==> src/sv/dpec_div.sv <==
module dpec_div #(
	parameter int MAG_W = 28,
	parameter int Q_W = 17
) (
	input  logic             clk,
	input  logic [MAG_W-1:0] den,
	input  logic [MAG_W-1:0] num_a,
	input  logic [MAG_W-1:0] num_b,
	output logic [MAG_W-1:0] den_out,
	output logic [Q_W-1:0]   quo_a,
	output logic [Q_W-1:0]   quo_b
);

	logic [MAG_W-1:0] den_s [Q_W+1];
	logic [MAG_W-1:0] rem_s [2][Q_W+1];
	logic [Q_W-1:0]   low_s [2][Q_W+1];
	logic [Q_W-1:0]   quo_s [2][Q_W+1];
	logic [MAG_W-1:0] num [2];

	assign num[0] = num_a;
	assign num[1] = num_b;
	assign den_s[0] = den;

	for (genvar i = 0; i < Q_W; i++) begin : g_den
		always_ff @(posedge clk) begin
			den_s[i+1] <= den_s[i];
		end
	end

	for (genvar l = 0; l < 2; l++) begin : g_lane
		assign rem_s[l][0] = num[l] >> 1;
		assign low_s[l][0] = {num[l][0], {(Q_W-1){1'b0}}};
		assign quo_s[l][0] = '0;

		for (genvar i = 0; i < Q_W; i++) begin : g_step
			logic [MAG_W:0] cur;
			logic           ge;

			assign cur = {rem_s[l][i], low_s[l][i][Q_W-1]};
			assign ge = cur >= {1'b0, den_s[i]};

			always_ff @(posedge clk) begin
				rem_s[l][i+1] <= ge ? MAG_W'(cur - {1'b0, den_s[i]}) : MAG_W'(cur);
				low_s[l][i+1] <= low_s[l][i] << 1;
				quo_s[l][i+1] <= {quo_s[l][i][Q_W-2:0], ge};
			end
		end
	end

	assign den_out = den_s[Q_W];
	assign quo_a = quo_s[0][Q_W];
	assign quo_b = quo_s[1][Q_W];

endmodule

==> config.mk <==
export PLATFORM = sky130hd
export DESIGN_NAME = dpec_div
export DESIGN_NICKNAME = d
export VERILOG_FILES = /design/src/sv/dpec_div.sv
export SDC_FILE = /design/constraint.sdc
export NUM_CORES = 2
export LEC_CHECK = 0
export CORE_ASPECT_RATIO = 0.8
export CORE_MARGIN = 5
export CORE_UTILIZATION = 40
export CTS_BUF_LIST = sky130_fd_sc_hd__clkbuf_8
export DETAILED_ROUTE_END_ITERATION = 16
export DONT_BUFFER_PORTS = 1
export HOLD_SLACK_MARGIN = 0.05
export PLACE_DENSITY_LB_ADDON = 0.3
export SYNTH_ARGS = -nofsm -noshare
export SYNTH_HDL_FRONTEND = slang
export SYNTH_SLANG_ARGS = --single-unit
==> constraint.sdc <==
create_clock -name clk -period 3.7 [get_ports clk]
set_input_delay 0.185 -clock clk [delete_from_list [all_inputs] [get_ports clk]]
set_output_delay 0.185 -clock clk [all_outputs]
set_load 0.005 [all_outputs]
==> metrics.txt <==
Reg area 33600 sq um; Simple-Gate Fraction of Synth Area 12.8%; Overflow after GRT 0; outcome completed; Max Fanout on Critical Path 6; First-pass DRT Iterations 6; synthesized flop and latch total 1678; GP Congestion 0.964; initial antenna violation count 23; GRT Max-Usage Layer met1; Via density 5.55; largest net degree at the start of global routing 46; Final Non-Filler Cells 13922; Synth Area per Inst 9.00 sq um; Final Slew Violations 0; MaxCap Viol Count 0; Routed wire per std cell 22.8 um; Rows 155; final worst-path cycle share 99.8%; met3 usage 8.49%; final design utilization 47.5%; setup tns final 0 ns; RR Startpoint den_s[225]; Final min period 3.69 ns; nets 11785; met1 usage 42.7%; CP required 4.52 ns; clk_skew 0.0770 ns; number of fill cells 21107; Post-Route WL 317 mm; post-synthesis mux area share 4.62%; Chip Width 541 um; CTS Root Cell clkbuf_8; Post-synth EDFFs 0; crit path DAT 4.52 ns; startpoint types register; I/O Buffers 0; post-synthesis sequential area ratio 37.3%; Top Ports 147; Synth Area in Adders 13.9%; relative slew slack 25.7%; total power 116 mW; Critical Path Start den_s[225]; die area 235000 sq um; most frequent cells in the layout dfxtp_1 (1673), ha_1 (931), a21oi_1 (910), inv_1 (767), nor2_1 (725); Hold Vio Cnt, Final 0; worst setup margin 0.00632 ns; final setup vio count 0; Clock Path Buffers 4; first-pass GRT wire length 463 mm; met2 Usage GRT 30.2%; Final ANT Viol Nets 0; Syn Nets 11081; commonest non-fill, non-tap cell in the layout dfxtp_1; Placed Cells 13176; xor/xnor share of the synthesized area 7.00%; gr usage total 25.7%; Worst Setup End Kind register; Leak 48.7 nW; Max Fclk 271 MHz; worst skew pair latency 0.98 ns; Sink Count 1678; main combinational cell family by area after synthesis compound AO/OA/AOI/OAI gates; area growth from synthesis to layout 17.7%; initial core utilization 40.3%; design area 106000 sq um; DP HPWL 253 mm; Hold WS 0.231 ns; worst slew pin tran 1.10 ns; compound-cell area share of the yosys netlist 19.8%; clock-pin slew on the worst setup and hold paths 0.07 ns; H-tree depth 5; Crit Path Category reg2reg; drt drc 0; RSZ-0062 raised after global routing yes; layout cells sized above 1 12.7%; YS warnings 0; via count 77280; asr flop ratio synth 0%; Post-Synthesis Cells 10014; Setup WS pre-CTS -0.135 ns; die height 435 um; top_reg_cell synth dfxtp_1; drt initial violations 8186; placed cell area 96600 sq um; Synth cell types 100; Synth Cell Area 90200 sq um; cts bufs inserted 294; core footprint 224000 sq um; area of the multi-input gates 53400 sq um; vias in the first global route 72244; min-delay src num_b[24]; Max IR drop VDD 0.389 mV; pwr dens 1090 nW/um^2; FF-to-FF setup slack 0.006 ns; Hold Crit Class in2reg; CTS tree yes
==> report_power, final <==
group	total (mW)	internal, mW	switching (mW)
clock network	18.6	10.5	8.09
registers	30.9	25.4	5.49
logic	66.3	28.8	37.4
total	116	64.8	51.0
==> flip-flops by register name, indices dropped and copies added, names as in the netlist <==
| register | count |
|---|---|
| g_lane.g_step.cur | 896 |
| den_s | 448 |
| quo_s | 272 |
| den_out | 28 |
| quo_a | 17 |
| quo_b | 17 |
==> final timing paths <==
kind,endpoint,depth (start not counted)
min,g_lane[1].g_step[1].cur[26],4
max,g_lane[0].g_step[10].cur[6],15
max reg2reg,g_lane[0].g_step[10].cur[6],15
min reg2reg,quo_s[477],0
==> worst max-delay path, cell delays in order, from the launching register on <==
cell	delay [ns]
dfxtp_2	0.34
inv_2	0.05
ha_4	0.21
nor2b_4	0.12
o31a_1	0.32
o41ai_2	0.30
buf_4	0.20
o21ai_4	0.09
a221oi_2	0.27
buf_4	0.19
o221ai_4	0.13
a221oi_2	0.35
a22o_2	0.32
buf_6	0.17
clkbuf_16	0.18
mux2_4	0.31
==> what timing repair did <==
action	in CTS	in global routing
resized for setup	24	154
setup buffers	4	28
hold buffers	189	0
hold endpoints to repair	86	0
endpoints found under the setup margin	75	420
gates cloned	2	7
pin swaps	7	32
==> cell type report <==
type / instances / share of cell area [%]
multi-input cells: 7333 / 50.3
flip-flops and latches: 1678 / 31.7
repair buffers: 693 / 6.02
clock buffers: 366 / 4.75
well taps: 2983 / 3.52
inverters: 718 / 2.54
clock inverters: 141 / 1.21
diodes: 10 / 0.0236
==> synthesized netlist by cell type (69+ instances only) <==
master	number	area, sq um
dfxtp_1	1678	33600
ha_1	950	11900
a21oi_1	924	4620
nor2_1	733	2750
inv_1	712	2670
nand2_1	635	2380
o21ai_0	523	2620
a21o_1	455	3420
xnor2_1	423	3700
xor2_1	298	2610
mux2_2	197	2220
nand3_1	181	906
clkbuf_1	171	642
mux2_1	158	1780
nand4_1	157	982
nor3_1	139	696
nor2b_1	133	832
o21a_1	128	961
nand2b_1	125	782
a31oi_1	92	576
o21bai_1	91	683
and3_1	76	475
a211oi_1	70	526
o21ai_1	69	345
==> kinds of logic after synthesis <==
logic type / count (synthesis)
AOI/OAI and AO/OA: 2827
xor gates and xnor gates: 721
adders and majority gates: 982
buffers and inverters: 1003
DFF: 1678
muxes: 372
and+or+nand+nor: 2431
==> metal layers <==
layer  up-vias  wire length, um
met5         -              118
met4        16             6070
met3       391            37800
met2      3246           104000
met1     36701           169000
li1      36926                -
Note: power is estimated with default switching activity, not from simulation.
